File: src/rtl/vtpd_pkg.sv
// Shared constants and types for the vertex transform and perspective divide block.
`default_nettype none

package vtpd_pkg;

    localparam int NUM_REGS        = 8;
    localparam int REG_AW          = 3;
    localparam int PADDR_W         = 6;
    localparam int NEAR_ZERO_LIMIT = 66;
    localparam int MAG_W           = 50;
    localparam int SUM_W           = 66;
    localparam int DIV_STEPS       = 32;
    localparam int FIFO_DEPTH      = 4;
    localparam int FIFO_AW         = 2;
    localparam int ROUND_SHIFT     = 15;

    localparam logic [31:0] Q_MAX = 32'h7FFF_FFFF;
    localparam logic [31:0] Q_MIN = 32'h8000_0000;

    // one coordinate as it leaves the front end
    typedef struct packed {
        logic              neg;
        logic              sat;
        logic [MAG_W-1:0]  mag;
        logic [31:0]       pass;
    } t_qlane;

    // queue entry between front and back
    typedef struct packed {
        logic              do_div;
        logic              flag;
        logic [MAG_W-1:0]  wmag;
        t_qlane [2:0]      lane;
    } t_qent;

    // one coordinate inside the divider pipeline
    typedef struct packed {
        logic              neg;
        logic              sat;
        logic [MAG_W-1:0]  rem;
        logic [31:0]       dl;
        logic [31:0]       res;
    } t_dlane;

    typedef struct packed {
        logic              do_div;
        logic              flag;
        logic [MAG_W-1:0]  wmag;
        t_dlane [2:0]      lane;
    } t_dstage;

endpackage

`default_nettype wire

File: src/rtl/vtpd_fifo.sv
// Short queue between the front end and the divider back end.
`default_nettype none

module vtpd_fifo import vtpd_pkg::*; (
    input  wire logic  i_clk,
    input  wire logic  i_rst_n,
    input  wire logic  i_push,
    input  wire t_qent i_ent,
    output logic       o_full,
    input  wire logic  i_pop,
    output t_qent      o_ent,
    output logic       o_empty
);

    t_qent               r_mem [FIFO_DEPTH];
    logic [FIFO_AW-1:0]  r_wp;
    logic [FIFO_AW-1:0]  r_rp;
    logic [FIFO_AW:0]    r_cnt;

    assign o_full  = r_cnt == (FIFO_AW+1)'(FIFO_DEPTH);
    assign o_empty = r_cnt == '0;
    assign o_ent   = r_mem[r_rp];

    always_ff @(posedge i_clk) begin
        if (!i_rst_n) begin
            r_wp  <= '0;
            r_rp  <= '0;
            r_cnt <= '0;
        end else begin
            if (i_push) begin
                r_wp <= r_wp + 1'b1;
            end
            if (i_pop) begin
                r_rp <= r_rp + 1'b1;
            end
            if (i_push && !i_pop) begin
                r_cnt <= r_cnt + 1'b1;
            end else if (i_pop && !i_push) begin
                r_cnt <= r_cnt - 1'b1;
            end
        end
    end

    always_ff @(posedge i_clk) begin
        if (i_push) begin
            r_mem[r_wp] <= i_ent;
        end
    end

    a_no_overflow: assert property (@(posedge i_clk) disable iff (!i_rst_n)
        !(i_push && o_full)) else $error("push into full queue");
    a_no_underflow: assert property (@(posedge i_clk) disable iff (!i_rst_n)
        !(i_pop && o_empty)) else $error("pop from empty queue");
    a_count_range: assert property (@(posedge i_clk) disable iff (!i_rst_n)
        r_cnt <= (FIFO_AW+1)'(FIFO_DEPTH)) else $error("queue count out of range");

endmodule

`default_nettype wire

File: config.mk
export PLATFORM = sky130hd
export DESIGN_NAME = vtpd_fifo
export DESIGN_NICKNAME = d
export VERILOG_FILES = /design/src/rtl/vtpd_pkg.sv /design/src/rtl/vtpd_fifo.sv
export SDC_FILE = /design/constraint.sdc
export NUM_CORES = 1
export LEC_CHECK = 0
export ABC_AREA = 1
export BUFFER_PORTS_ARGS = -buffer_cell sky130_fd_sc_hd__buf_4
export CORE_MARGIN = 2
export CORE_UTILIZATION = 30
export DETAILED_ROUTE_END_ITERATION = 8
export SLEW_MARGIN = 25
export SYNTH_ARGS = -nofsm -noshare
export SYNTH_HDL_FRONTEND = slang
export SYNTH_SLANG_ARGS = --single-unit
File: constraint.sdc
create_clock -name i_clk -period 7.45 [get_ports i_clk]
set_clock_uncertainty 0.1 [all_clocks]
set_input_delay 0.745 -clock i_clk [delete_from_list [all_inputs] [get_ports i_clk]]
set_output_delay 0.745 -clock i_clk [all_outputs]
set_load 0.01 [all_outputs]
==> After elaboration in Yosys (flattened, before gate mapping) <==
Memories as Yosys holds them, arrays and structs flattened. A register that Yosys moved wholly into a read port is not among the register bits.
Index checks and enable logic that the tools add are counted.
{ "totals": {"elab_cells": 21, "out_inout_bits": 306, "regBits": 7, "mem_count": 1, "in_bits": 308, "romBits": 0, "latchBits": 0, "ram_bits": 1216} }
{ "mem_list": {"columns": ["memory", "words", "word_bits", "read_ports", "rd_ports_with_merged_regs", "wr", "line_no", "text"], "rows": [
  ["r_mem", 4, 304, 1, 1, 1, "vtpd_fifo.sv:15", "t_qent r_mem [FIFO_DEPTH];"]
]} }
{ "op_classes": {"mux": 6, "shifts": 0, "mul": 0, "addsub": 4, "bitwise": 0, "div_mod_pow": 0, "n_eq_ne": 1, "reduce_logical": 6, "n_lt_le_gt_ge": 0} }
{ "ops": {"columns": ["operator", "n"], "rows": [
  ["$mux 3", 2],
  ["$add 2x1->2 const B", 2],
  ["$mux 2", 2],
  ["$add 3x1->3 const B", 1],
  ["$eq 3x3->1 const B", 1],
  ["$logic_not 3->1", 1],
  ["$sub 3x1->3 const B", 1],
  ["$logic_and 1x1->1", 2],
  ["$logic_not 1->1", 2],
  ["$mux 1", 2],
  ["$reduce_bool 2->1", 1]
]} }

==> Logic depth before layout (Yosys ltp) <==
Gate-level depths: netlist of run 1.
{ "logic_depth": {"ltp_word": 4, "mapped_depth": 10, "mapped_depth_nobuf": 10} }

==> Least setup slack after synthesis of run 1 <==
OpenSTA, ideal clock, no wires.
{ "synth_timing": {"path_type": "input-to-reg", "startpoint": "input port i_push", "endpoint": "memory r_mem[2][0] (netlist bit) (enable)", "path_stages": 2, "arrival_ps": 6602, "required_ps": 6696, "setup_time_ps": 654, "path_buffers": 0, "path_slack_ps": 94, "path_cell_list": "nand2_1 > inv_1"} }
{ "synth_via": {"elab_chain_len": 2} }
{ "synth_rtl": {"columns": ["item", "line_no", "text"], "rows": [
  ["from (decl)", "vtpd_fifo.sv:7", "input wire logic i_push,"],
  ["$mux 1", "vtpd_fifo.sv:45", "if (i_push) begin"],
  ["$mux 1 (not written as such)", "vtpd_fifo.sv:46", "r_mem[r_wp] <= i_ent;"],
  ["to (decl)", "vtpd_fifo.sv:15", null]
]} }
Every way passes these cells.

==> flow_metrics.py, run 1 <==
metrics = {
    "drt": {
        "antenna_left": 0,
        "viasPerCell": 4.705,
        "avgRoutedWirePerCell_um": 19.64,
        "drt-initial-drc-count": 1660,
        "drcViolationCount": 0,
        "finalWirelength_um": 111700,
        "drt_pre_antenna_iters": 4,
        "dr_total_vias": 26747,
    },
    "critical_path": {
        "cp.required_ns": 6.61,
        "critPathCaptureType": "output pin",
        "cp_max_fo": 185,
        "startpoint_type": "flop",
        "cp_data_arrival_time_ns": 4.30,
        "criticalPathCategory": "flop to output pin",
    },
    "global_route": {
        "gr-total-overflow": 0,
        "grt_pass1_vias": 25533,
        "antenna_found_initial": 24,
        "grt_pass1_wl_um": 161900,
        "grt_usage_pct": 13.88,
        "grt_max_degree": 367,
    },
    "final_layout": {
        "multi_input_area_mm2": 0.007433,
        "seq_area_mm2": 0.03670,
        "mostFrequentLayoutCells": "1216 x edfxtp_1, 623 x buf_4, 613 x nor2_1",
        "syn2layout_area_growth_pct": 23.27,
        "fill_cells": 14055,
        "drive_gt1_share_pct": 22.24,
        "fin_nets": 3880,
        "layout_commonest_cell": "edfxtp_1",
    },
    "sta": {
        "slew_headroom_pct": 21.03,
        "worst_slack_ns": 2.309,
        "slew_violations": 0,
        "fin_crit_ns": 5.141,
        "finalHoldViolCount": 0,
        "finalSetupViolCount": 0,
        "period_share_pct": 69.01,
        "rsz0062_at_grt": "false",
        "setup_tns_ns": 0,
        "worst_slew_pin_slew_ns": 1.185,
        "fmax_mhz": 194.5,
    },
    "die": {
        "dieArea_mm2": 0.1539,
        "fp.dieH_um": 392.4,
        "core_area_mm2": 0.1498,
        "io_pins": 614,
        "start_util_pct": 30.21,
        "rows": 142,
        "dieWidth_um": 392.4,
    },
    "hold_path": {
        "min_path_type": "input port to flop",
    },
    "logic_synthesis": {
        "synth.largest_area_cell": "edfxtp_1",
        "synth_top_area_share_pct": 80.71,
        "synthTopCellsByArea": "edfxtp_1 81%, o21ai_0 6.4%, nor2_1 5.1%",
        "seq_area_frac_synth_pct": 81.10,
        "synth_fp_nets": 3312,
        "syn_area_per_cell_um2": 15.09,
        "syn_area_mm2": 0.04524,
        "synthDistinctLibCells": 22,
        "ys_warn_count": 0,
        "netlist_instances": 2998,
        "ys_ff_latch": 1225,
    },
    "clock_tree": {
        "cts_tree": "yes",
        "htree_levels": 4,
        "cts_buffers": 132,
        "clockRootBuffer": "clkbuf_16",
        "cts-hold-fix-buffers": 0,
        "clkLatencyLatePin_ns": 0.74,
        "clk_pin_slew_worst_paths_ns": 0.06,
        "ctsResizeCount": 0,
        "clock-sinks": 1225,
        "cts_setup_buffers": 0,
        "clockBufferDepth": 3,
    },
    "power": {
        "power_density_mw_per_mm2": 280.0,
        "p_leak_nw": 18.89,
        "ir_drop_mv": 0.2021,
        "power_mw": 15.62,
    },
    "placed_design": {
        "gp_congestion": 0.7301,
        "io_buffers": 613,
        "place_hpwl_um": 62010,
        "place_ws_ns": 3.591,
    },
    "flow_run": {
        "maxCapViolCount": 0,
    },
    "status": {
        "status": "completed",
    },
}
## cell type report
class | instances | area share (%)
sequential | 1225 | 65.81
clock buffer | 166 | 6.304
timing repair buffer | 636 | 8.879
clock inverter | 66 | 0.9108
antenna | 5 | 0.02243
tap | 2016 | 4.523
inverter | 17 | 0.2288
multi-input combinational | 1554 | 13.33
## registers in the layout, summed over array words and instances (netlist names), named ones only
name	flops
r_wp	2
r_cnt	3
r_mem	1216
r_rp	2
## cell usage after synthesis
cell	count
a21oi_1	4
buf_2	47
buf_4	3
buf_6	26
buf_8	2
clkbuf_1	123
clkbuf_2	1
dfxtp_1	9
edfxtp_1	1216
fa_1	1
ha_1	5
inv_1	15
inv_2	1
inv_6	1
nand2_1	9
nand3_1	1
nand4_1	1
nor2_1	613
nor3_1	2
o21ai_0	577
o21ai_1	37
o22ai_1	304
## critical path: stages, from the launching register on
cell	delay [ns]
dfxtp_4	0.49
clkinv_16	0.11
buf_16	0.48
buf_16	0.53
buf_4	0.89
nor2_1	0.21
o22ai_1	0.28
buf_4	0.16
## where the power goes
| part | leakage [nW] | internal, mW | switching (mW) | total, mW |
|---|---|---|---|---|
| clock | 1.97 | 3.52 | 2.60 | 6.12 |
| combinational | 5.67 | 0.582 | 0.961 | 1.54 |
| sequential | 11.2 | 7.89 | 0.0627 | 7.96 |
## kinds of logic after synthesis
logic type	count (synthesis)	share of synthesized area [%]
DFF	1225	81.10
AOI/OAI and AO/OA	922	11.04
and+or+nand+nor	626	5.207
buffers and inverters	219	2.467
adders and majority gates	6	0.1825
## stage by stage
step	instance area, um2	hold slack [ns]	util (%)	cells
2_1_floorplan	45240	0.3115	-	2998
3_3_place_gp	51680	0.3299	34.51	5446
3_5_place_dp	51680	0.3343	34.51	5446
4_1_cts	55710	0.01362	37.19	5678
5_1_grt	55770	0.04131	37.24	5683
6_report	55770	0.08840	37.24	5685
## worst paths after layout
path | cells past startpoint | endpoint | from | slack (ns)
setup / recovery | 7 | o_ent[208] | flop | 2.31
hold / removal | 1 | r_mem[1][73] | i_ent[73] | 0.09
setup reg to reg | 5 | r_mem[2][246] | r_wp[0] | 4.76
hold reg to reg | 1 | flop | r_rp[1] | 0.33
## metal layers
metal / wire (um) / track usage, %
met5: 192 / 0
met4: 2887 / 4.755
met3: 10970 / 5.774
met2: 53920 / 22.59
met1: 43690 / 16.51
(Power assumes the default switching activity.)
==> run 2: changes to the inputs <==
==> constraint.sdc (replaced) <==
create_clock -name i_clk -period 4.1 [get_ports i_clk]
set_clock_uncertainty 0.1 [all_clocks]
set_input_delay 0.41 -clock i_clk [delete_from_list [all_inputs] [get_ports i_clk]]
set_output_delay 0.41 -clock i_clk [all_outputs]
set_load 0.01 [all_outputs]
==> flow_metrics.py, run 2 (synthesis results as in run 1) <==
metrics = {
    "status": {
        "status": "completed",
    },
    "drt": {
        "avgRoutedWirePerCell_um": 19.48,
        "finalWirelength_um": 118100,
        "viasPerCell": 4.703,
        "drt-initial-drc-count": 1724,
        "drt_pre_antenna_iters": 5,
        "antenna_left": 0,
        "dr_total_vias": 28510,
        "drcViolationCount": 0,
    },
    "critical_path": {
        "max_stage_delay_ns": 0.67,
        "critPathSlowestCell": "dfxtp_4",
        "crit_top_cell": "buf_4",
        "cp.required_ns": 3.59,
        "path_cells": "buf_12 -> o21ai_0 -> o22ai_1 -> buf_4 -> buf_4",
        "cp_max_fo": 148,
        "startpoint_type": "flop",
        "cp_data_arrival_time_ns": 3.05,
        "criticalPathCategory": "flop to output pin",
        "critPathCaptureType": "output pin",
    },
    "sta": {
        "fin_crit_ns": 3.558,
        "worst_slew_pin_slew_ns": 1.112,
        "finalHoldViolCount": 0,
        "setup_tns_ns": 0,
        "period_share_pct": 86.78,
        "slew_headroom_pct": 25.83,
        "finalSetupViolCount": 0,
        "rsz0062_at_grt": "false",
        "slew_violations": 0,
        "fmax_mhz": 281.1,
    },
    "global_route": {
        "grt_max_degree": 187,
        "grt_pass1_vias": 27970,
        "grt_pass1_wl_um": 172700,
        "gr-total-overflow": 0,
        "grt_usage_pct": 14.72,
        "antenna_found_initial": 17,
    },
    "final_layout": {
        "fill_cells": 13714,
        "layout.cells.non_filler": 6062,
        "largest-register": "r_mem",
        "reg_top3": "r_mem (1216), r_cnt (3)",
        "largest_reg_flops": 1216,
        "drive_gt1_share_pct": 22.21,
        "syn2layout_area_growth_pct": 32.02,
        "layout_commonest_cell": "edfxtp_1",
        "mostFrequentLayoutCells": "1216 x edfxtp_1, 662 x buf_4, 613 x nor2_1",
        "fin_nets": 4240,
    },
    "die": {
        "dieArea_mm2": 0.1539,
        "core_area_mm2": 0.1498,
        "fp.dieH_um": 392.4,
        "rows": 142,
        "dieWidth_um": 392.4,
        "io_pins": 614,
        "start_util_pct": 30.21,
    },
    "clock_tree": {
        "clk_pin_slew_worst_paths_ns": 0.06,
        "htree_levels": 4,
        "cts_setup_buffers": 0,
        "clkLatencyLatePin_ns": 0.75,
        "ctsResizeCount": 0,
        "clockBufferDepth": 3,
        "cts-hold-fix-buffers": 307,
        "clockRootBuffer": "clkbuf_16",
        "clock-sinks": 1225,
        "cts_buffers": 133,
        "cts_tree": "yes",
    },
    "hold_path": {
        "min_path_type": "input port to flop",
    },
    "placed_design": {
        "gp_congestion": 0.7876,
        "dpl.cell_count": 5500,
        "place_hpwl_um": 70430,
        "io_buffers": 613,
    },
    "power": {
        "power_density_mw_per_mm2": 494.4,
        "ir_drop_mv": 0.4052,
        "p_leak_nw": 20.60,
    },
    "flow_run": {
        "maxCapViolCount": 0,
    },
}
==> run 2: cell count changes in the layout (fill, tap and decap cells not counted), moves of 3 or more <==
| cell | change |
|---|---|
| dlygate4sd3_1 | +307 |
| buf_4 | +39 |
| buf_12 | +15 |
| diode_2 | +11 |
| clkinv_1 | -10 |
| bufinv_16 | +9 |
| clkinv_2 | +6 |
| clkinvlp_4 | +5 |
| inv_8 | -4 |
| ha_1 | -3 |
| ha_2 | +3 |
| nand2_1 | -3 |
| nand2_2 | +3 |
==> run 2: final timing paths <==
kind         startpoint       endpoint  slack, ns  depth (start not counted)
max                flop     o_ent[163]       0.54                          5
min          i_ent[296]  r_mem[3][296]       0.29                          2
max reg2reg     r_wp[0]  r_mem[2][176]       1.59                          5
min reg2reg     r_rp[1]           flop       0.34                          1
==> run 2: stage by stage <==
stage / hold slack (ns) / cell area, um2 / worst slack [ns] / power [mW] / utilization, %
after floorplan: 0.3115 / 45280 / -1.555 / 16.10 / -
after global placement: 0.3418 / 52280 / 1.030 / 17.62 / 34.90
after detailed placement: 0.3381 / 52280 / 1.022 / 17.66 / 34.90
after CTS: 0.2009 / 59690 / 0.1551 / 29.87 / 39.85
after global routing: 0.2400 / 59710 / 0.1501 / 30.61 / 39.87
final: 0.2895 / 59730 / 0.5422 / 29.53 / 39.88
==> run 2: layer usage <==
metal  GRT usage, %  vias to the layer above  part of all wire [%]
met5              0                        -                 0.047
met2          24.07                      897                    48
met4          5.273                        8                   2.9
met1          18.00                    14129                    40
li1               -                    13281                     -
met3          5.087                      195                   8.6
==> run 2: power breakdown <==
part	total [mW]	switching [mW]	internal (mW)
clock	11.9	4.83	7.07
combinational	3.18	1.88	1.30
sequential	14.5	0.117	14.3
total	29.5	6.83	22.7
==> run 2: worst max-delay path: cells and delay by family (launching register included) <==
family / cells / cell delay [ns]
buffers and inverters: 3 / 0.87
flip-flops: 1 / 0.67
AO/OA/AOI/OAI: 2 / 0.62
==> run 2: final cells by class <==
cell class,count,area [um2],share of cell area (%)
Antenna cell,16,40.04,0.06703
Clock buffer,167,3562,5.964
Inverter,17,112.6,0.1885
Sequential cell,1225,36710,61.45
Timing Repair Buffer,995,8563,14.34
Tap cell,2016,2522,4.223
Multi-Input combinational cell,1554,7448,12.47
Clock inverter,72,778.2,1.303
